[config.mk]
export PLATFORM = sky130hd
export DESIGN_NAME = lidar_point_decoder_flat
export DESIGN_NICKNAME = d
export VERILOG_FILES = /design/src/design/lpd_pkg.sv /design/src/design/lpd_ifs.sv /design/src/design/lidar_point_decoder.sv /design/src/design/lpd_cfg_regs.sv /design/src/flat_wrapper.sv
export SDC_FILE = /design/constraint.sdc
export NUM_CORES = 1
export LEC_CHECK = 0
export ABC_AREA = 1
export ABC_CLOCK_PERIOD_IN_PS = 8100
export BUFFER_PORTS_ARGS = -buffer_cell sky130_fd_sc_hd__buf_2
export CAP_MARGIN = 20
export CORE_UTILIZATION = 50
export CTS_BUF_LIST = sky130_fd_sc_hd__clkbuf_16
export CTS_CLUSTER_DIAMETER = 100
export DETAILED_ROUTE_END_ITERATION = 7
export PLACE_DENSITY = 0.7
export SLEW_MARGIN = 40
export SYNTH_ARGS = -nofsm -noshare
export SYNTH_HDL_FRONTEND = slang
export SYNTH_SLANG_ARGS = --single-unit
[constraint.sdc]
create_clock -name clk -period 8.1 [get_ports clk]
set_input_delay 0.405 -clock clk [delete_from_list [all_inputs] [get_ports clk]]
set_output_delay 0.405 -clock clk [all_outputs]
set_load 0.05 [all_outputs]
[src/design/lpd_pkg.sv]
// Shared types, constants and helpers of the laser scanner point decoder.
package lpd_pkg;

  localparam int HDR_W  = 16;
  localparam int RAW_W  = 16;
  localparam int SLOT_W = 5;
  localparam int AZ_W   = 16;
  localparam int DIFF_W = 15;
  localparam int PROD_W = 20;
  localparam int SUM_W  = 19;
  localparam int DIST_W = 18;
  localparam int STR_W  = 8;

  // Configuration register indexes.
  localparam int CFG_IDX_W = 2;
  typedef enum logic [CFG_IDX_W-1:0] {
    CFG_PROTOCOL_MODE = 2'd0,
    CFG_MIN_RANGE     = 2'd1,
    CFG_MAX_RANGE     = 2'd2,
    CFG_HEADER_MARKER = 2'd3
  } cfg_reg_t;

  typedef struct packed {
    logic              protocol_mode;
    logic [DIST_W-1:0] min_range_mm;
    logic [DIST_W-1:0] max_range_mm;
    logic [HDR_W-1:0]  header_marker;
  } lpd_cfg_t;

  localparam logic              RST_PROTOCOL_MODE = 1'b1;
  localparam logic [DIST_W-1:0] RST_MIN_RANGE     = 18'd300;
  localparam logic [DIST_W-1:0] RST_MAX_RANGE     = 18'd100000;
  localparam logic [HDR_W-1:0]  RST_HEADER_MARKER = 16'hEEFF;

  // Azimuth constants in 0.01 degree units.
  localparam logic [AZ_W-1:0]  AZ_FULL    = 16'd36000;
  localparam logic [AZ_W-1:0]  AZ_HALF    = 16'd18000;
  localparam logic [AZ_W-1:0]  WRAP_HIGH  = 16'd35000;
  localparam logic [AZ_W-1:0]  WRAP_LOW   = 16'd1000;

  // floor(p / 30) = (p * DIV30_RECIP) >> DIV30_SHIFT, exact for p < 2**20.
  localparam int                DIV30_RECIP_W = 21;
  localparam logic [DIV30_RECIP_W-1:0] DIV30_RECIP = 21'd1118482;
  localparam int                DIV30_SHIFT   = 25;
  localparam int                DIV30_PROD_W  = PROD_W + DIV30_RECIP_W;

  // Number of full turns held by a sum that stays below 9 turns.
  localparam int TURN_W    = 4;
  localparam int MAX_TURNS = 8;

  // Offset of m full turns.
  function automatic logic [SUM_W-1:0] turn_base(input logic [TURN_W-1:0] m);
    return SUM_W'(m) * SUM_W'(AZ_FULL);
  endfunction

endpackage

[src/design/lpd_ifs.sv]
// Valid/ready channel interfaces for raw points and decoded points.
interface lpd_raw_if;
  logic                         valid;
  logic                         ready;
  logic [lpd_pkg::HDR_W-1:0]    block_header;
  logic [lpd_pkg::RAW_W-1:0]    block_azimuth;
  logic [lpd_pkg::RAW_W-1:0]    neighbor_azimuth;
  logic [lpd_pkg::SLOT_W-1:0]   point_slot;
  logic [lpd_pkg::RAW_W-1:0]    distance_raw;
  logic [lpd_pkg::STR_W-1:0]    echo_strength;

  modport source (output valid, block_header, block_azimuth, neighbor_azimuth,
                  point_slot, distance_raw, echo_strength, input ready);
  modport sink   (input valid, block_header, block_azimuth, neighbor_azimuth,
                  point_slot, distance_raw, echo_strength, output ready);
endinterface

interface lpd_point_if #(
  parameter int MAX_POINTS = 4096
);
  localparam int IDX_W = $clog2(MAX_POINTS);
  localparam int CNT_W = $clog2(MAX_POINTS + 1);

  logic                        valid;
  logic                        ready;
  logic [lpd_pkg::AZ_W-1:0]    pt_azimuth;
  logic [lpd_pkg::DIST_W-1:0]  distance_mm;
  logic [lpd_pkg::STR_W-1:0]   point_strength;
  logic [IDX_W-1:0]            point_index;
  logic                        revolution_end;
  logic [CNT_W-1:0]            revolution_points;

  modport source (output valid, pt_azimuth, distance_mm, point_strength,
                  point_index, revolution_end, revolution_points, input ready);
  modport sink   (input valid, pt_azimuth, distance_mm, point_strength,
                  point_index, revolution_end, revolution_points, output ready);
endinterface

[src/design/lidar_point_decoder.sv]
// Top level of the laser scanner point decoder: six-register datapath.
//
// Usage:
//   raw_point carries one raw point per word (header, block azimuth,
//   neighbor azimuth, slot, raw distance, intensity). decoded_point carries
//   one decoded point per word. Both use valid/ready; a word moves at a
//   rising edge with valid and ready high. Words whose header differs from
//   header_marker are accepted and dropped without a result.
//   Configuration is a plain write port (cfg_we, cfg_index, cfg_data);
//   write it only while no point is in flight.
// Throughput and pipeline:
//   One point per cycle while decoded_point.ready stays high. A kept point
//   passes the input register, fold/difference, slot product, divide by
//   the half-block point count and add, modulo one turn and the result
//   register, in that order, before it shows on decoded_point.
// Reset:
//   rst (synchronous) empties the datapath, reloads the configuration
//   defaults and clears the previous azimuth and the revolution counter.
// Stall:
//   When decoded_point.ready is low the result register holds; stages behind
//   it keep filling any bubbles, and raw_point.ready drops only when every
//   stage is full.
module lidar_point_decoder #(
  parameter int MAX_POINTS = 4096
) (
  input  logic                           clk,
  input  logic                           rst,
  lpd_raw_if.sink                        raw_point,
  lpd_point_if.source                    decoded_point,
  input  logic                           cfg_we,
  input  logic [lpd_pkg::CFG_IDX_W-1:0]  cfg_index,
  input  logic [lpd_pkg::DIST_W-1:0]     cfg_data
);

  localparam int IDX_W = $clog2(MAX_POINTS);
  localparam int CNT_W = $clog2(MAX_POINTS + 1);
  localparam logic [CNT_W-1:0] CNT_MAX  = CNT_W'(MAX_POINTS);
  localparam logic [CNT_W-1:0] IDX_LAST = CNT_W'(MAX_POINTS - 1);

  lpd_pkg::lpd_cfg_t cfg;

  lpd_cfg_regs u_cfg (
    .clk       (clk),
    .rst       (rst),
    .cfg_we    (cfg_we),
    .cfg_index (cfg_index),
    .cfg_data  (cfg_data),
    .cfg       (cfg)
  );

  // Stage valid bits and advance enables; a stage loads when it is empty
  // or the stage after it loads.
  logic v1, v2, v3, v4, v5, vo;
  logic adv1, adv2, adv3, adv4, adv5, advo;

  assign advo = !vo || decoded_point.ready;
  assign adv5 = !v5 || advo;
  assign adv4 = !v4 || adv5;
  assign adv3 = !v3 || adv4;
  assign adv2 = !v2 || adv3;
  assign adv1 = !v1 || adv2;
  assign raw_point.ready = adv1;

  always_ff @(posedge clk) begin
    if (rst) begin
      v1 <= 1'b0;
      v2 <= 1'b0;
      v3 <= 1'b0;
      v4 <= 1'b0;
      v5 <= 1'b0;
    end else begin
      // Drop points from foreign blocks right at the input.
      if (adv1) v1 <= raw_point.valid &&
                      (raw_point.block_header == cfg.header_marker);
      if (adv2) v2 <= v1;
      if (adv3) v3 <= v2;
      if (adv4) v4 <= v3;
      if (adv5) v5 <= v4;
    end
  end

  // Stage 1: input register.
  logic [lpd_pkg::RAW_W-1:0]  s1_az, s1_nb, s1_dist;
  logic [lpd_pkg::SLOT_W-1:0] s1_slot;
  logic [lpd_pkg::STR_W-1:0]  s1_str;

  always_ff @(posedge clk) begin
    if (adv1) begin
      s1_az   <= raw_point.block_azimuth;
      s1_nb   <= raw_point.neighbor_azimuth;
      s1_slot <= raw_point.point_slot;
      s1_dist <= raw_point.distance_raw;
      s1_str  <= raw_point.echo_strength;
    end
  end

  // Stage 2: fold both azimuths once, take the shorter way around,
  // scale and gate the distance.
  logic [lpd_pkg::AZ_W-1:0]   fold_a, fold_b, diff, diff_short;
  logic [lpd_pkg::DIST_W-1:0] dist_scaled, dist_gated;

  always_comb begin
    fold_a = (s1_az > lpd_pkg::AZ_FULL) ? s1_az - lpd_pkg::AZ_FULL : s1_az;
    fold_b = (s1_nb > lpd_pkg::AZ_FULL) ? s1_nb - lpd_pkg::AZ_FULL : s1_nb;
    diff   = (fold_a > fold_b) ? fold_a - fold_b : fold_b - fold_a;
    diff_short = (diff > lpd_pkg::AZ_HALF) ? lpd_pkg::AZ_FULL - diff : diff;
    dist_scaled = cfg.protocol_mode ? {s1_dist, 2'b00} : {1'b0, s1_dist, 1'b0};
    dist_gated  = (dist_scaled < cfg.min_range_mm || dist_scaled > cfg.max_range_mm)
                ? '0 : dist_scaled;
  end

  logic [lpd_pkg::AZ_W-1:0]   s2_a;
  logic [lpd_pkg::DIFF_W-1:0] s2_d;
  logic [lpd_pkg::SLOT_W-1:0] s2_slot;
  logic [lpd_pkg::DIST_W-1:0] s2_dist;
  logic [lpd_pkg::STR_W-1:0]  s2_str;

  always_ff @(posedge clk) begin
    if (adv2) begin
      s2_a    <= fold_a;
      s2_d    <= diff_short[lpd_pkg::DIFF_W-1:0];
      s2_slot <= s1_slot;
      s2_dist <= dist_gated;
      s2_str  <= s1_str;
    end
  end

  // Stage 3: slot times the block-to-neighbor difference.
  logic [lpd_pkg::AZ_W-1:0]   s3_a;
  logic [lpd_pkg::PROD_W-1:0] s3_p;
  logic [lpd_pkg::DIST_W-1:0] s3_dist;
  logic [lpd_pkg::STR_W-1:0]  s3_str;

  always_ff @(posedge clk) begin
    if (adv3) begin
      s3_a    <= s2_a;
      s3_p    <= lpd_pkg::PROD_W'(s2_slot) * lpd_pkg::PROD_W'(s2_d);
      s3_dist <= s2_dist;
      s3_str  <= s2_str;
    end
  end

  // Stage 4: divide by twice the points per half block (30 or 2), add
  // the block azimuth.
  logic [lpd_pkg::DIV30_PROD_W-1:0] div30_prod;
  logic [lpd_pkg::SUM_W-1:0]        step_q, step_sum;

  always_comb begin
    div30_prod = lpd_pkg::DIV30_PROD_W'(s3_p) *
                 lpd_pkg::DIV30_PROD_W'(lpd_pkg::DIV30_RECIP);
    step_q = cfg.protocol_mode
           ? lpd_pkg::SUM_W'(div30_prod >> lpd_pkg::DIV30_SHIFT)
           : lpd_pkg::SUM_W'(s3_p >> 1);
    step_sum = lpd_pkg::SUM_W'(s3_a) + step_q;
  end

  logic [lpd_pkg::SUM_W-1:0]  s4_t;
  logic [lpd_pkg::DIST_W-1:0] s4_dist;
  logic [lpd_pkg::STR_W-1:0]  s4_str;

  always_ff @(posedge clk) begin
    if (adv4) begin
      s4_t    <= step_sum;
      s4_dist <= s3_dist;
      s4_str  <= s3_str;
    end
  end

  // Stage 5: reduce modulo one turn; the sum stays below nine turns, so
  // count the turn thresholds it passes.
  logic [lpd_pkg::TURN_W-1:0] turns;
  logic [lpd_pkg::SUM_W-1:0]  reduced;

  always_comb begin
    turns = '0;
    for (int k = 1; k <= lpd_pkg::MAX_TURNS; k++) begin
      if (s4_t >= lpd_pkg::turn_base(lpd_pkg::TURN_W'(k))) turns = turns + 1'b1;
    end
    reduced = s4_t - lpd_pkg::turn_base(turns);
  end

  logic [lpd_pkg::AZ_W-1:0]   s5_pa;
  logic [lpd_pkg::DIST_W-1:0] s5_dist;
  logic [lpd_pkg::STR_W-1:0]  s5_str;

  always_ff @(posedge clk) begin
    if (adv5) begin
      s5_pa   <= reduced[lpd_pkg::AZ_W-1:0];
      s5_dist <= s4_dist;
      s5_str  <= s4_str;
    end
  end

  // Result stage: revolution tracking against the last kept azimuth.
  logic [lpd_pkg::AZ_W-1:0] prev_az;
  logic [CNT_W-1:0]         rev_count, rev_count_next, count_inc;
  logic [CNT_W-1:0]         idx_sat;
  logic                     wrap;

  always_comb begin
    wrap = (s5_pa < prev_az) && (prev_az > lpd_pkg::WRAP_HIGH) &&
           (s5_pa < lpd_pkg::WRAP_LOW);
    idx_sat   = (rev_count >= IDX_LAST) ? IDX_LAST : rev_count;
    count_inc = (rev_count < CNT_MAX) ? rev_count + 1'b1 : CNT_MAX;
    rev_count_next = wrap ? '0 : count_inc;
  end

  logic take5;
  assign take5 = advo && v5;

  always_ff @(posedge clk) begin
    if (rst) begin
      vo        <= 1'b0;
      prev_az   <= '0;
      rev_count <= '0;
    end else begin
      if (advo) vo <= v5;
      // Advance the revolution state only when a kept point moves out.
      if (take5) begin
        prev_az   <= s5_pa;
        rev_count <= rev_count_next;
      end
    end
  end

  logic [lpd_pkg::AZ_W-1:0]   o_pa;
  logic [lpd_pkg::DIST_W-1:0] o_dist;
  logic [lpd_pkg::STR_W-1:0]  o_str;
  logic [IDX_W-1:0]           o_idx;
  logic                       o_end;
  logic [CNT_W-1:0]           o_pts;

  always_ff @(posedge clk) begin
    if (advo) begin
      o_pa   <= s5_pa;
      o_dist <= s5_dist;
      o_str  <= s5_str;
      o_idx  <= idx_sat[IDX_W-1:0];
      o_end  <= wrap;
      o_pts  <= wrap ? count_inc : '0;
    end
  end

  assign decoded_point.valid             = vo;
  assign decoded_point.pt_azimuth        = o_pa;
  assign decoded_point.distance_mm       = o_dist;
  assign decoded_point.point_strength    = o_str;
  assign decoded_point.point_index       = o_idx;
  assign decoded_point.revolution_end    = o_end;
  assign decoded_point.revolution_points = o_pts;

endmodule

[src/design/lpd_cfg_regs.sv]
// Configuration register file of the point decoder.
module lpd_cfg_regs (
  input  logic                            clk,
  input  logic                            rst,
  input  logic                            cfg_we,
  input  logic [lpd_pkg::CFG_IDX_W-1:0]   cfg_index,
  input  logic [lpd_pkg::DIST_W-1:0]      cfg_data,
  output lpd_pkg::lpd_cfg_t               cfg
);

  always_ff @(posedge clk) begin
    if (rst) begin
      cfg.protocol_mode <= lpd_pkg::RST_PROTOCOL_MODE;
      cfg.min_range_mm  <= lpd_pkg::RST_MIN_RANGE;
      cfg.max_range_mm  <= lpd_pkg::RST_MAX_RANGE;
      cfg.header_marker <= lpd_pkg::RST_HEADER_MARKER;
    end else if (cfg_we) begin
      case (lpd_pkg::cfg_reg_t'(cfg_index))
        lpd_pkg::CFG_PROTOCOL_MODE: cfg.protocol_mode <= cfg_data[0];
        lpd_pkg::CFG_MIN_RANGE:     cfg.min_range_mm  <= cfg_data;
        lpd_pkg::CFG_MAX_RANGE:     cfg.max_range_mm  <= cfg_data;
        lpd_pkg::CFG_HEADER_MARKER:
          cfg.header_marker <= cfg_data[lpd_pkg::HDR_W-1:0];
        default: begin
        end
      endcase
    end
  end

endmodule

[src/flat_wrapper.sv]
// flat-port wrapper written by rule: the top's interface ports become plain ports
module lidar_point_decoder_flat 
#(
  parameter int MAX_POINTS = 4096
)
  (clk, rst, cfg_we, cfg_index, cfg_data, raw_point_valid, raw_point_block_header, raw_point_block_azimuth, raw_point_neighbor_azimuth, raw_point_point_slot, raw_point_distance_raw, raw_point_echo_strength, raw_point_ready, decoded_point_valid, decoded_point_pt_azimuth, decoded_point_distance_mm, decoded_point_point_strength, decoded_point_point_index, decoded_point_revolution_end, decoded_point_revolution_points, decoded_point_ready);
  lpd_raw_if raw_point_i ();
  lpd_point_if #(.MAX_POINTS(MAX_POINTS)) decoded_point_i ();
  input  logic clk;
  input  logic rst;
  input  logic cfg_we;
  input  logic [lpd_pkg::CFG_IDX_W-1:0] cfg_index;
  input  logic [lpd_pkg::DIST_W-1:0] cfg_data;
  input wire logic [$bits(raw_point_i.valid)-1:0] raw_point_valid;
  input wire logic [$bits(raw_point_i.block_header)-1:0] raw_point_block_header;
  input wire logic [$bits(raw_point_i.block_azimuth)-1:0] raw_point_block_azimuth;
  input wire logic [$bits(raw_point_i.neighbor_azimuth)-1:0] raw_point_neighbor_azimuth;
  input wire logic [$bits(raw_point_i.point_slot)-1:0] raw_point_point_slot;
  input wire logic [$bits(raw_point_i.distance_raw)-1:0] raw_point_distance_raw;
  input wire logic [$bits(raw_point_i.echo_strength)-1:0] raw_point_echo_strength;
  output wire logic [$bits(raw_point_i.ready)-1:0] raw_point_ready;
  output wire logic [$bits(decoded_point_i.valid)-1:0] decoded_point_valid;
  output wire logic [$bits(decoded_point_i.pt_azimuth)-1:0] decoded_point_pt_azimuth;
  output wire logic [$bits(decoded_point_i.distance_mm)-1:0] decoded_point_distance_mm;
  output wire logic [$bits(decoded_point_i.point_strength)-1:0] decoded_point_point_strength;
  output wire logic [$bits(decoded_point_i.point_index)-1:0] decoded_point_point_index;
  output wire logic [$bits(decoded_point_i.revolution_end)-1:0] decoded_point_revolution_end;
  output wire logic [$bits(decoded_point_i.revolution_points)-1:0] decoded_point_revolution_points;
  input wire logic [$bits(decoded_point_i.ready)-1:0] decoded_point_ready;
  assign raw_point_i.valid = raw_point_valid;
  assign raw_point_i.block_header = raw_point_block_header;
  assign raw_point_i.block_azimuth = raw_point_block_azimuth;
  assign raw_point_i.neighbor_azimuth = raw_point_neighbor_azimuth;
  assign raw_point_i.point_slot = raw_point_point_slot;
  assign raw_point_i.distance_raw = raw_point_distance_raw;
  assign raw_point_i.echo_strength = raw_point_echo_strength;
  assign raw_point_ready = raw_point_i.ready;
  assign decoded_point_valid = decoded_point_i.valid;
  assign decoded_point_pt_azimuth = decoded_point_i.pt_azimuth;
  assign decoded_point_distance_mm = decoded_point_i.distance_mm;
  assign decoded_point_point_strength = decoded_point_i.point_strength;
  assign decoded_point_point_index = decoded_point_i.point_index;
  assign decoded_point_revolution_end = decoded_point_i.revolution_end;
  assign decoded_point_revolution_points = decoded_point_i.revolution_points;
  assign decoded_point_i.ready = decoded_point_ready;
  lidar_point_decoder #(.MAX_POINTS(MAX_POINTS)) u_core (.clk(clk), .rst(rst), .raw_point(raw_point_i), .decoded_point(decoded_point_i), .cfg_we(cfg_we), .cfg_index(cfg_index), .cfg_data(cfg_data));
endmodule
==> flow_summary.toml <==
[clock_tree]
clk_pin_slew_ps = 60
ctsRootBufferMaster = "clkbuf_16"
htree_num_levels = 2
cts_sinks = 423
clk_latency_ps = 590
cts_tree = "done"
cts_made_buffers = 44
cts_resized = 0
cts_buffer_depth = 3

[placement]
post_dp_cell_area_um2 = 29100
place_hpwl_mm = 46.5
portBuffers = 170
place_congestion = 0.965
dpl_worst_slack_ps = 719

[yosys]
yosysWarningCount = 0
ys_ff_latch = 423
syn_nets = 3565
ys_types = 58
synth_top_cell_area_share = 0.366
seq_area_frac_synth = 0.431
netlist_area_um2 = 27500
synthTopCellsByCount = "nand2_1 (704), inv_1 (536), edfxtp_1 (335)"
synth_edf_count = 335
avgSynthCellArea_um2 = 8.89
async_flop_share = 0
ys.flop_type = "edfxtp_1"
yosys.area.top_type = "edfxtp_1"
synth.most_common_cell = "nand2_1"
yosys-top-cells-area = "edfxtp_1 (37%), ha_1 (13%), nand2_1 (9.6%)"
syn_inst = 3090

[detailed_routing]
viasPerCell = 5.12
drc = 0
drtPass1Iterations = 6
post_drt_wl_per_cell_um = 15.0
drt_wl_total_mm = 60.6
drt_iter0_drc = 1181
drtAntennaViolNets = 0
vias = 20700

[sta]
slew_headroom = 0.463
max_freq_ghz = 0.136
drv_slew = 0
finClkSkew_ps = 18.5
rsz0062_at_grt = "false"
fin_ws_ps = 755
period_needed_ps = 7350
setup_tns_ps = 0
hold_viol_final = 0
post-route-period-util = 0.907
setup_viol = 0
worstMarginPinSlew_ps = 795

[finish]
final_core_util = 0.574
register_area_um2 = 11800
area_growth_pct = 13.0
drive_gt1_frac = 0.0939
fill_cells = 4759
multi_input_area_um2 = 13400
fin_area_um2 = 31000
layout.nets = 3796
n_antenna_cell = 0

[die]
initial_utilization = 0.508
rows = 85
die_w_um = 236
die-height_um = 236
die_area_um2 = 55900
ios = 172
core-area_um2 = 54000

[critical_path]
endpoint_kind = "flop"
path_common_cell = "nand2_1"
critPathMaxStageDelay_ps = 500
cp.required_ps = 8440
cp-start-kind = "flop"
cp_top_family = "adder cells"
crit_arrival_ps = 7680
crit_buf_inv = 5
crit_slowest_cell = "edfxtp_1"
critical_path_class = "flop to flop"
crit_fanout = 8

[grt]
overflow = 0
grt_pass1_vias = 19700
antenna_found_initial = 0
grt_max_degree = 69
grt_pass1_wl_mm = 98.0
grt_util_all_layers = 0.218

[worst_hold_path]
hold_class = "input port to flop"

[status]
outcome = "finished clean"

[flow_run]
cap_violations = 0
==> sequential cells by signal (all words and copies together), names as in the netlist, 15 cells and up <==
| register | flops |
|---|---|
| u_core.s3_dist | 17 |
| u_core.s5_pa | 16 |
| u_core.prev_az | 16 |
| u_core.decoded_point.pt_azimuth | 16 |
| u_core.s2_dist | 17 |
| u_core.u_cfg.cfg | 53 |
| u_core.s2_a | 16 |
| u_core.s1_nb | 16 |
| u_core.s4_t | 19 |
| u_core.s2_d | 15 |
| u_core.s3_a | 16 |
| u_core.s4_dist | 17 |
| u_core.s3_p | 20 |
| u_core.decoded_point.distance_mm | 17 |
| u_core.s1_az | 16 |
| u_core.s1_dist | 16 |
| u_core.s5_dist | 17 |
==> logic make-up after synthesis <==
group	share of synthesized area
other	0.000137
adders and majority gates	0.191
DFF	0.431
and+or+nand+nor	0.180
AOI/OAI and AO/OA	0.0849
xor gates and xnor gates	0.0313
buffers and inverters	0.0821
==> stage by stage <==
stage	hold WS, ps	instances
after CTS	3.25	4052
final	26.6	4052
after global routing	2.77	4052
after floorplan	400	3090
after global placement	401	3920
after detailed placement	405	3920
==> cells in the final DEF (no fill, tap or decap), types with 22 or more instances in the layout <==
cell           Yosys  final
a21oi_1          208    208
buf_2              4    170
clkbuf_16          0     44
dfxtp_1           88     88
dlygate4sd3_1      0     51
edfxtp_1         335    335
fa_1              78     78
ha_1             295    295
inv_1            536    537
nand2_1          704    703
nand3_1          138    138
nand4_1           29     29
nor2_1           211    210
nor3_1            22     22
o21ai_0          149    149
or2_2             23     23
xor2_1            81     81
==> worst reg2reg max path: cells and delay by family, from the launching register on <==
family                     cells  cell delay [ps]
and+or+nand+nor               18             1810
AOI/OAI and AO/OA              7             1250
adders and majority gates     10             2800
xor gates and xnor gates       2              340
DFF                            1              500
buffers and inverters          5              370
==> what timing repair did <==
action,CTS,global route
hold buffers,51,0
setup buffers,0,0
hold endpoints to repair,51,0
==> final timing paths <==
| kind | slack [ps] | startpoint | depth (start not counted) | to |
|---|---|---|---|---|
| hold / removal | 30 | raw_point_echo_strength[1] | 1 | u_core.s1_str[1] |
| setup reg to reg | 750 | u_core.s4_t[12] | 42 | u_core.s5_pa[15] |
| hold reg to reg | 410 | u_core.s1_slot[0] | 0 | u_core.s2_slot[0] |
| setup / recovery | 750 | u_core.s4_t[12] | 42 | u_core.s5_pa[15] |
==> layout make-up <==
type,count,share of cell area
clock buffer,44,0.0355
clock inverter,37,0.0107
sequential,423,0.381
multi-input combinational,2077,0.432
tap,696,0.0281
inverter,544,0.0661
timing repair buffer,231,0.0464
==> per-layer routing <==
layer  up-vias  track usage  share of wire
met2       506        0.355           0.46
met4         0       0.0720          0.028
li1      10600            -              -
met5         -            0              0
met1      9510        0.301           0.47
met3       104       0.0275          0.046
Power is left out: the tool's default activity adds up to more than one toggle a clock period on the data nets, which glitch-free logic cannot reach.
